==> src/hdl/hsv_to_rgb_converter_assert.svh <==
// ----------------------------------------------------------------------------
// HSV to RGB converter assertion macros
// Concurrent assertion wrappers, empty when the design is synthesized.
// ----------------------------------------------------------------------------
`ifndef HSV_TO_RGB_CONVERTER_ASSERT_SVH
`define HSV_TO_RGB_CONVERTER_ASSERT_SVH

`ifndef SYNTHESIS

// The consequent must hold in the same cycle as the antecedent.
`define HSVC_ASSERT_IMPLIES(label, clk, rst_n, ante, cons) \
    label: assert property (@(posedge clk) disable iff (!rst_n) (ante) |-> (cons)) \
        else $error("hsvc assertion failed");

// The consequent must hold in the cycle after the antecedent.
`define HSVC_ASSERT_NEXT(label, clk, rst_n, ante, cons) \
    label: assert property (@(posedge clk) disable iff (!rst_n) (ante) |=> (cons)) \
        else $error("hsvc assertion failed");

`else

`define HSVC_ASSERT_IMPLIES(label, clk, rst_n, ante, cons)
`define HSVC_ASSERT_NEXT(label, clk, rst_n, ante, cons)

`endif

`endif

==> src/hdl/hsvc_pkg.sv <==
// ----------------------------------------------------------------------------
// HSV to RGB converter package
// Widths, fixed-point constants and shared types of the converter.
// ----------------------------------------------------------------------------
package hsvc_pkg;

    localparam int COLOR_BITS        = 8;
    localparam int HUE_FRACTION_BITS = 6;

    localparam int HUE_BITS    = 9 + HUE_FRACTION_BITS;
    localparam int COLOR_MAX   = (1 << COLOR_BITS) - 1;
    localparam int SECTOR_SPAN = 60 << HUE_FRACTION_BITS;

    // Number of whole sectors that fit below the largest hue code.
    localparam int SECTOR_STEPS = ((1 << HUE_BITS) - 1) / SECTOR_SPAN;

    localparam int OFFS_BITS = $clog2(SECTOR_SPAN);
    localparam int D_BITS    = $clog2(SECTOR_SPAN + 1);
    localparam int SV_BITS   = 2 * COLOR_BITS;
    localparam int PROD_BITS = COLOR_BITS + D_BITS;

    // One sector is 15 << (HUE_FRACTION_BITS + 2): divide by the power of two
    // with a shift, then by 15 with a reciprocal multiply.
    localparam int SECT_SHIFT   = HUE_FRACTION_BITS + 2;
    localparam int SECTOR_DIV   = SECTOR_SPAN >> SECT_SHIFT;
    localparam int PQ_BITS      = PROD_BITS - SECT_SHIFT;
    localparam int RECIP_SHIFT  = PQ_BITS + 4;
    localparam int RECIP_MULT   = ((1 << RECIP_SHIFT) + SECTOR_DIV - 1) / SECTOR_DIV;
    localparam int RM_BITS      = PQ_BITS + RECIP_SHIFT;

    localparam int NUM_STAGES = 5;

    typedef logic [2:0] sector_t;

    // 60-degree hue sectors.
    localparam sector_t SEC_RY = 3'd0;
    localparam sector_t SEC_YG = 3'd1;
    localparam sector_t SEC_GC = 3'd2;
    localparam sector_t SEC_CB = 3'd3;
    localparam sector_t SEC_BM = 3'd4;
    localparam sector_t SEC_MR = 3'd5;

    // Load strobes of the pipeline stages.
    typedef struct packed {
        logic s1;
        logic s2;
        logic s3;
        logic s4;
        logic s5;
    } stage_en_t;

endpackage

==> src/hdl/hsvc_in_if.sv <==
// ----------------------------------------------------------------------------
// HSV pixel channel
// Valid/ready channel that carries one pixel as hue, saturation, brightness.
// ----------------------------------------------------------------------------
interface hsvc_in_if;

    logic                             valid;
    logic                             ready;
    logic [hsvc_pkg::HUE_BITS-1:0]    hue;
    logic [hsvc_pkg::COLOR_BITS-1:0]  saturation;
    logic [hsvc_pkg::COLOR_BITS-1:0]  brightness;

    modport source (output valid, output hue, output saturation, output brightness,
                    input ready);
    modport sink   (input valid, input hue, input saturation, input brightness,
                    output ready);

endinterface

==> src/hdl/hsvc_out_if.sv <==
// ----------------------------------------------------------------------------
// RGB pixel channel
// Valid/ready channel that carries one pixel as red, green, blue.
// ----------------------------------------------------------------------------
interface hsvc_out_if;

    logic                             valid;
    logic                             ready;
    logic [hsvc_pkg::COLOR_BITS-1:0]  red;
    logic [hsvc_pkg::COLOR_BITS-1:0]  green;
    logic [hsvc_pkg::COLOR_BITS-1:0]  blue;

    modport source (output valid, output red, output green, output blue,
                    input ready);
    modport sink   (input valid, input red, input green, input blue,
                    output ready);

endinterface

==> src/hdl/hsvc_datapath.sv <==
// ----------------------------------------------------------------------------
// HSV to RGB datapath
// Five register stages: sector split, chroma, chroma times offset, divide by
// the sector span, channel placement.
// ----------------------------------------------------------------------------
module hsvc_datapath (
    input  logic                             clk,
    input  hsvc_pkg::stage_en_t              en,
    input  logic [hsvc_pkg::HUE_BITS-1:0]    hue,
    input  logic [hsvc_pkg::COLOR_BITS-1:0]  saturation,
    input  logic [hsvc_pkg::COLOR_BITS-1:0]  brightness,
    output logic [hsvc_pkg::COLOR_BITS-1:0]  red,
    output logic [hsvc_pkg::COLOR_BITS-1:0]  green,
    output logic [hsvc_pkg::COLOR_BITS-1:0]  blue
);

    // Stage 1: sector, offset, s*v.
    hsvc_pkg::sector_t                   sec_walk;
    logic [hsvc_pkg::HUE_BITS-1:0]       offs_full;
    hsvc_pkg::sector_t                   sec1_next, sec1_reg;
    logic [hsvc_pkg::OFFS_BITS-1:0]      offs1_next, offs1_reg;
    logic [hsvc_pkg::SV_BITS-1:0]        sv1_next, sv1_reg;
    logic [hsvc_pkg::COLOR_BITS-1:0]     val1_reg;

    // Stage 2: chroma and distance into the sector.
    logic [hsvc_pkg::SV_BITS-1:0]        cnum;
    logic [hsvc_pkg::SV_BITS:0]          cq;
    logic [hsvc_pkg::COLOR_BITS-1:0]     c2_next, c2_reg;
    logic [hsvc_pkg::D_BITS-1:0]         d2_next, d2_reg;
    hsvc_pkg::sector_t                   sec2_reg;
    logic [hsvc_pkg::COLOR_BITS-1:0]     val2_reg;

    // Stage 3: rounded product c*d and the floor level m.
    logic [hsvc_pkg::PROD_BITS-1:0]      prod3_next, prod3_reg;
    logic [hsvc_pkg::COLOR_BITS-1:0]     m3_next, m3_reg;
    logic [hsvc_pkg::COLOR_BITS-1:0]     c3_reg;
    hsvc_pkg::sector_t                   sec3_reg;

    // Stage 4: reciprocal multiply for the division by 15.
    logic [hsvc_pkg::PQ_BITS-1:0]        quo_in;
    logic [hsvc_pkg::RM_BITS-1:0]        mul4_next, mul4_reg;
    logic [hsvc_pkg::COLOR_BITS-1:0]     m4_reg;
    logic [hsvc_pkg::COLOR_BITS-1:0]     c4_reg;
    hsvc_pkg::sector_t                   sec4_reg;

    // Stage 5: placement into the channels.
    logic [hsvc_pkg::COLOR_BITS-1:0]     x5;
    logic [hsvc_pkg::COLOR_BITS-1:0]     r5, g5, b5;
    logic [hsvc_pkg::COLOR_BITS-1:0]     red5_next, red5_reg;
    logic [hsvc_pkg::COLOR_BITS-1:0]     green5_next, green5_reg;
    logic [hsvc_pkg::COLOR_BITS-1:0]     blue5_next, blue5_reg;

    // Compare the raw hue against every whole number of sectors. Counting the
    // sector modulo six folds the wrap past a full turn into the same step.
    always_comb
    begin
        sec_walk  = hsvc_pkg::SEC_RY;
        sec1_next = hsvc_pkg::SEC_RY;
        offs_full = hue;
        for (int k = 1; k <= hsvc_pkg::SECTOR_STEPS; k++)
        begin
            sec_walk = (sec_walk == hsvc_pkg::SEC_MR) ? hsvc_pkg::SEC_RY
                                                      : sec_walk + 3'd1;
            if (hue >= hsvc_pkg::HUE_BITS'(k * hsvc_pkg::SECTOR_SPAN))
            begin
                sec1_next = sec_walk;
                offs_full = hue - hsvc_pkg::HUE_BITS'(k * hsvc_pkg::SECTOR_SPAN);
            end
        end
    end

    assign offs1_next = offs_full[hsvc_pkg::OFFS_BITS-1:0];
    assign sv1_next   = hsvc_pkg::SV_BITS'(saturation) * hsvc_pkg::SV_BITS'(brightness);

    always_ff @(posedge clk)
    begin
        if (en.s1)
        begin
            sec1_reg  <= sec1_next;
            offs1_reg <= offs1_next;
            sv1_reg   <= sv1_next;
            val1_reg  <= brightness;
        end
    end

    // Division by 2^k-1 for a numerator below 2^(2k): (n + (n >> k) + 1) >> k.
    assign cnum = sv1_reg + hsvc_pkg::SV_BITS'(hsvc_pkg::COLOR_MAX >> 1);
    assign cq   = (hsvc_pkg::SV_BITS + 1)'(cnum)
                + (hsvc_pkg::SV_BITS + 1)'(cnum >> hsvc_pkg::COLOR_BITS)
                + (hsvc_pkg::SV_BITS + 1)'(1);
    assign c2_next = cq[hsvc_pkg::COLOR_BITS +: hsvc_pkg::COLOR_BITS];
    assign d2_next = sec1_reg[0]
                   ? hsvc_pkg::D_BITS'(hsvc_pkg::SECTOR_SPAN) - hsvc_pkg::D_BITS'(offs1_reg)
                   : hsvc_pkg::D_BITS'(offs1_reg);

    always_ff @(posedge clk)
    begin
        if (en.s2)
        begin
            c2_reg   <= c2_next;
            d2_reg   <= d2_next;
            sec2_reg <= sec1_reg;
            val2_reg <= val1_reg;
        end
    end

    assign prod3_next = hsvc_pkg::PROD_BITS'(c2_reg) * hsvc_pkg::PROD_BITS'(d2_reg)
                      + hsvc_pkg::PROD_BITS'(hsvc_pkg::SECTOR_SPAN / 2);
    assign m3_next    = val2_reg - c2_reg;

    always_ff @(posedge clk)
    begin
        if (en.s3)
        begin
            prod3_reg <= prod3_next;
            m3_reg    <= m3_next;
            c3_reg    <= c2_reg;
            sec3_reg  <= sec2_reg;
        end
    end

    assign quo_in    = prod3_reg[hsvc_pkg::PROD_BITS-1:hsvc_pkg::SECT_SHIFT];
    assign mul4_next = hsvc_pkg::RM_BITS'(quo_in)
                     * hsvc_pkg::RM_BITS'(hsvc_pkg::RECIP_MULT);

    always_ff @(posedge clk)
    begin
        if (en.s4)
        begin
            mul4_reg <= mul4_next;
            m4_reg   <= m3_reg;
            c4_reg   <= c3_reg;
            sec4_reg <= sec3_reg;
        end
    end

    assign x5 = mul4_reg[hsvc_pkg::RECIP_SHIFT +: hsvc_pkg::COLOR_BITS];

    always_comb
    begin
        unique case (sec4_reg)
            hsvc_pkg::SEC_RY:
            begin
                r5 = c4_reg; g5 = x5;     b5 = '0;
            end
            hsvc_pkg::SEC_YG:
            begin
                r5 = x5;     g5 = c4_reg; b5 = '0;
            end
            hsvc_pkg::SEC_GC:
            begin
                r5 = '0;     g5 = c4_reg; b5 = x5;
            end
            hsvc_pkg::SEC_CB:
            begin
                r5 = '0;     g5 = x5;     b5 = c4_reg;
            end
            hsvc_pkg::SEC_BM:
            begin
                r5 = x5;     g5 = '0;     b5 = c4_reg;
            end
            default:
            begin
                r5 = c4_reg; g5 = '0;     b5 = x5;
            end
        endcase
    end

    assign red5_next   = r5 + m4_reg;
    assign green5_next = g5 + m4_reg;
    assign blue5_next  = b5 + m4_reg;

    always_ff @(posedge clk)
    begin
        if (en.s5)
        begin
            red5_reg   <= red5_next;
            green5_reg <= green5_next;
            blue5_reg  <= blue5_next;
        end
    end

    assign red   = red5_reg;
    assign green = green5_reg;
    assign blue  = blue5_reg;

endmodule

==> src/hdl/hsv_to_rgb_converter.sv <==
// ----------------------------------------------------------------------------
// HSV to RGB converter
// Converts a stream of pixels from hue, saturation, value to red, green, blue.
// ----------------------------------------------------------------------------
// The converter takes one pixel per clock cycle while its input is not held
// off and returns its color in order, one result per pixel, through the five
// register stages of the datapath; each stage holds its item
// only while the stage after it is full and stalled, so an empty stage always
// takes a new item and the input is held off only when all five are full and
// the output is not taken. Hue is in 1/64 degree, 0 to 23039; codes from
// 23040 up are wrapped by one full turn. All channels use 255 for 1.0.
// There is no configuration and no state beyond the pipeline.
`include "hsv_to_rgb_converter_assert.svh"

module hsv_to_rgb_converter (
    input logic       clk,
    input logic       rst_n,
    hsvc_in_if.sink   hsv,
    hsvc_out_if.source rgb
);

    logic [hsvc_pkg::NUM_STAGES-1:0] vld_reg, vld_next;
    logic [hsvc_pkg::NUM_STAGES-1:0] rdy;
    logic [hsvc_pkg::NUM_STAGES-1:0] load;
    hsvc_pkg::stage_en_t             en;
    logic                            in_fire;
    logic                            out_fire;

    // A stage takes a new item when it is empty or its item moves on.
    always_comb
    begin
        rdy[hsvc_pkg::NUM_STAGES-1] = !vld_reg[hsvc_pkg::NUM_STAGES-1] || rgb.ready;
        for (int i = hsvc_pkg::NUM_STAGES - 2; i >= 0; i--)
        begin
            rdy[i] = !vld_reg[i] || rdy[i+1];
        end

        load[0]     = rdy[0] && hsv.valid;
        vld_next[0] = rdy[0] ? hsv.valid : vld_reg[0];
        for (int i = 1; i < hsvc_pkg::NUM_STAGES; i++)
        begin
            load[i]     = rdy[i] && vld_reg[i-1];
            vld_next[i] = rdy[i] ? vld_reg[i-1] : vld_reg[i];
        end
    end

    always_ff @(posedge clk or negedge rst_n)
    begin
        if (!rst_n)
        begin
            vld_reg <= '0;
        end
        else
        begin
            vld_reg <= vld_next;
        end
    end

    assign en.s1 = load[0];
    assign en.s2 = load[1];
    assign en.s3 = load[2];
    assign en.s4 = load[3];
    assign en.s5 = load[4];

    hsvc_datapath u_datapath (
        .clk        (clk),
        .en         (en),
        .hue        (hsv.hue),
        .saturation (hsv.saturation),
        .brightness (hsv.brightness),
        .red        (rgb.red),
        .green      (rgb.green),
        .blue       (rgb.blue)
    );

    assign hsv.ready = rdy[0];
    assign rgb.valid = vld_reg[hsvc_pkg::NUM_STAGES-1];

    assign in_fire  = hsv.valid && hsv.ready;
    assign out_fire = rgb.valid && rgb.ready;

    // Every input transfer lands in the first stage.
    `HSVC_ASSERT_NEXT(a_in_lands, clk, rst_n, in_fire, vld_reg[0])
    // The input is held off only when the whole pipeline is full and stalled.
    `HSVC_ASSERT_IMPLIES(a_full_stall, clk, rst_n, (&vld_reg) && !rgb.ready, !hsv.ready)
    `HSVC_ASSERT_IMPLIES(a_bubble_ready, clk, rst_n, !(&vld_reg), hsv.ready)
    // Items in flight change only by transfers at either end.
    `HSVC_ASSERT_NEXT(a_count, clk, rst_n, 1'b1, $countones(vld_reg) == $past($countones(vld_reg)) + $past(in_fire) - $past(out_fire))

endmodule

==> src/flat_wrapper.sv <==
// flat-port wrapper written by rule: the top's interface ports become plain ports
module hsv_to_rgb_converter_flat 
  (clk, rst_n, hsv_valid, hsv_hue, hsv_saturation, hsv_brightness, hsv_ready, rgb_valid, rgb_red, rgb_green, rgb_blue, rgb_ready);
  hsvc_in_if hsv_i ();
  hsvc_out_if rgb_i ();
  input logic clk;
  input logic rst_n;
  input wire logic [$bits(hsv_i.valid)-1:0] hsv_valid;
  input wire logic [$bits(hsv_i.hue)-1:0] hsv_hue;
  input wire logic [$bits(hsv_i.saturation)-1:0] hsv_saturation;
  input wire logic [$bits(hsv_i.brightness)-1:0] hsv_brightness;
  output wire logic [$bits(hsv_i.ready)-1:0] hsv_ready;
  output wire logic [$bits(rgb_i.valid)-1:0] rgb_valid;
  output wire logic [$bits(rgb_i.red)-1:0] rgb_red;
  output wire logic [$bits(rgb_i.green)-1:0] rgb_green;
  output wire logic [$bits(rgb_i.blue)-1:0] rgb_blue;
  input wire logic [$bits(rgb_i.ready)-1:0] rgb_ready;
  assign hsv_i.valid = hsv_valid;
  assign hsv_i.hue = hsv_hue;
  assign hsv_i.saturation = hsv_saturation;
  assign hsv_i.brightness = hsv_brightness;
  assign hsv_ready = hsv_i.ready;
  assign rgb_valid = rgb_i.valid;
  assign rgb_red = rgb_i.red;
  assign rgb_green = rgb_i.green;
  assign rgb_blue = rgb_i.blue;
  assign rgb_i.ready = rgb_ready;
  hsv_to_rgb_converter u_core (.clk(clk), .rst_n(rst_n), .hsv(hsv_i), .rgb(rgb_i));
endmodule
==> config.mk <==
export PLATFORM = sky130hd
export DESIGN_NAME = hsv_to_rgb_converter_flat
export DESIGN_NICKNAME = d
export VERILOG_FILES = /design/src/hdl/hsvc_pkg.sv /design/src/hdl/hsvc_in_if.sv /design/src/hdl/hsvc_out_if.sv /design/src/hdl/hsvc_datapath.sv /design/src/hdl/hsv_to_rgb_converter.sv /design/src/flat_wrapper.sv
export VERILOG_INCLUDE_DIRS = /design/src /design/src/hdl
export SDC_FILE = /design/constraint.sdc
export NUM_CORES = 1
export LEC_CHECK = 0
export ABC_AREA = 1
export CORE_MARGIN = 2
export CORE_UTILIZATION = 30
export DETAILED_ROUTE_END_ITERATION = 10
export DONT_BUFFER_PORTS = 1
export SLEW_MARGIN = 40
export SYNTH_ARGS = -nofsm -noshare
export SYNTH_HDL_FRONTEND = slang
export SYNTH_SLANG_ARGS = --single-unit
==> constraint.sdc <==
create_clock -name clk -period 6.66 [get_ports clk]
set_clock_uncertainty 0.2 [all_clocks]
set_input_delay 0.666 -clock clk [delete_from_list [all_inputs] [get_ports clk]]
set_output_delay 0.666 -clock clk [all_outputs]
set_load 0.05 [all_outputs]
==> impl_results.md <==
- Synthesized area: 14770 sq um
- Achievable Freq: about 200 MHz
- Synth cell count leaders: inv_1 (397), nand2_1 (371), ha_1 (189)
- CP Capture Type: flip-flop
- Relative slew margins: between 50% and 60%
- Die H: 225.9 um
- Worst slack at placement: 1638 ps
- Ys async rst share: under 10%
- Die ar.: slightly above 50000 sq um
- WL per Instance: about 13 um
- CTS tree: built
- Via total after detailed routing: about 10k
- Period utilization: 75.08%
- CP max FO: 14
- Antenna diodes: 0
- Hold_ws: 138.2 ps
- GRT Overall Usage: roughly an eighth
- CTS H-Tree Depth: 4
- CP startpoint kind: flip-flop
- Yosys cell types: 46
- IO Port Bufs: 0
- Max FFs per register: 16
- I/O pin count: a little over 60
- Critical path class: flip-flop to flip-flop
- Slew Viols, Final: 0
- Final Critical Period: 5000 ps
- Grt ovf: 0
- Share of layout cells above drive strength 1: under 10%
- Initial DRC Count: around 510
- Dpl cells: between 2k and 2.5k
- Final setup TNS: 0 ps
- Total CTS buffers: 17
- TritonCTS Sinks: between 150 and 200
- Syn_area_per_cell: roughly 8.7 sq um
- Worst EP arrival: 4970 ps
- Area growth syn-to-layout: 9.130%
- Layout Cells excl Fill: around 2.4k
- Fillers: just under 5k
- Initial Util: approximately 30%
- Syn Inst Count: between 1.5k and 2k
- Worst-Skew Late Latency: 420 ps
- Post-synth EDFFs: between 150 and 200
- Post-synth top area share: between 30% and 40%
- Post-cts sizing count: 0
- RSZ-0062 raised after global routing: false
- Worst Hold Class: input port to flip-flop
- Fin. Hold Viols: 0
- Sequential share of the synthesized area: around a third
- GPL Wtd Cong: 0.8937
- First-pass GRT wire length: between 50 and 60 mm
- Antenna violations before repair: 0
- Routed Antenna Nets: 0
- FP Rows: between 80 and 90
- Leading area contributor after synthesis: edfxtp_1
- Clock buffer depth: 2
- Die width: ~230 um
- DRC violations left: 0
- Largest net degree at the start of global routing: 32
- Hpwl dp: 24.94 mm
- Via density: 4.425
- Core ar.: 48750 sq um
- Worst EP required: 6630 ps
- Primary FF master, synth: edfxtp_1
- Final setup margin: 1660 ps
- Final setup viols: 0
- Final wirelength: between 20 and 30 mm
- Most common cell in the netlist: inv_1
- Synth warnings: 0
- CTS clock-pin slew for the worst setup and hold paths: roughly 60 ps
- Worst-Margin Slew: about 650 ps
- Vias in the first global route: roughly 11k
- Max cap viols: 0
- DRT Pass-1 Iters: 5
- Total Nets Final: about 2k
- Syn Nets: between 2k and 2.5k
- Status: finished, final reports clean
- #FFs+latches synth: 157
- Synth top area cells: edfxtp_1 (31%), ha_1 (16%), fa_1 (14%)
- Root buffer cell: clkbuf_16
- Setup bufs post-CTS: 0
-- critical path: stages, from the launching register on --
cell	delay [ps]
edfxtp_1	640
nand2_1	140
fa_1	550
inv_1	50
fa_1	460
fa_1	540
inv_1	50
fa_1	530
inv_1	40
ha_1	360
nand2_1	90
nor2_1	40
nand2_1	60
nand3_1	140
a21boi_0	370
o21ai_0	190
nand2_1	90
nand2_1	60
xor2_1	140
-- layer usage --
metal	GRT usage (%)	routed length, um	part of all wire [%]	up-vias
met5	0	0	0	-
met4	2.799	437	1.5	0
met3	1.887	944	3.2	42
met2	21.85	14350	48	176
met1	15.81	13920	47	4905
li1	-	-	-	5279
-- timing repair --
action,in CTS,in global routing
hold buffers,1,0
endpoints found under the hold margin,5,0
endpoints found under the setup margin,0,0
-- placed cells by master, fill, tap and decap left out, drive strengths merged, types with 4 or more instances in the layout --
cell / instances
edfxtp: 152
a21o: 4
dfrtp: 5
o21ai: 37
nor3: 22
o21bai: 6
nand2: 375
o22ai: 24
a21oi: 83
clkbuf: 17
xnor2: 13
ha: 189
nand3: 45
nand4: 11
or2: 5
nor2: 79
xor2: 73
a31oi: 5
fa: 106
inv: 410
-- kinds of logic after synthesis --
group,after synthesis,synth area share [%]
AO/OA/AOI/OAI,171,6.496
adder cells (fa/ha/maj),295,30.37
XOR/XNOR,86,5.149
flip-flops,157,31.74
AND/OR/NAND/NOR,542,15.06
buffers and inverters,438,11.19
-- area by class of cell --
type	instances	area, sq um	area share [%]
inverter	400	1501	9.312
timing repair buffer	4	52.55	0.3259
tap	664	830.8	5.153
clock inverter	15	173.9	1.079
clock buffer	17	425.4	2.639
multi-input combinational	1094	8449	52.41
sequential	157	4690	29.09
-- path summary, 6_finish.rpt --
kind	endpoint	start	slack, ps	cells after the start
setup / recovery	u_core.u_datapath.prod3_reg[15]$_DFFE_PP_	u_core.u_datapath.c2_reg[5]$_DFFE_PP_	1660	18
hold / removal	u_core.u_datapath.val1_reg[4]$_DFFE_PP_	hsv_brightness[4]	140	0
setup reg to reg	u_core.u_datapath.prod3_reg[15]$_DFFE_PP_	u_core.u_datapath.c2_reg[5]$_DFFE_PP_	1660	18
hold reg to reg	u_core.u_datapath.sec3_reg[2]$_DFFE_PP_	u_core.u_datapath.sec2_reg[2]$_DFFE_PP_	220	0
max in group asynchronous	u_core.vld_reg[0]$_DFFE_PN0N_	rst_n	5730	1
min in group asynchronous	u_core.vld_reg[1]$_DFFE_PN0P_	rst_n	330	1
-- metrics by stage --
step / utilization [%] / cell area, sq um
floorplan: - / 14770
global placement: 31.76 / 15480
detailed placement: 31.82 / 15510
CTS: 33.07 / 16120
global route: 33.07 / 16120
finish: 33.07 / 16120
Power is left out: the tool's default activity adds up to more than one toggle a clock period on the data nets, which glitch-free logic cannot reach.
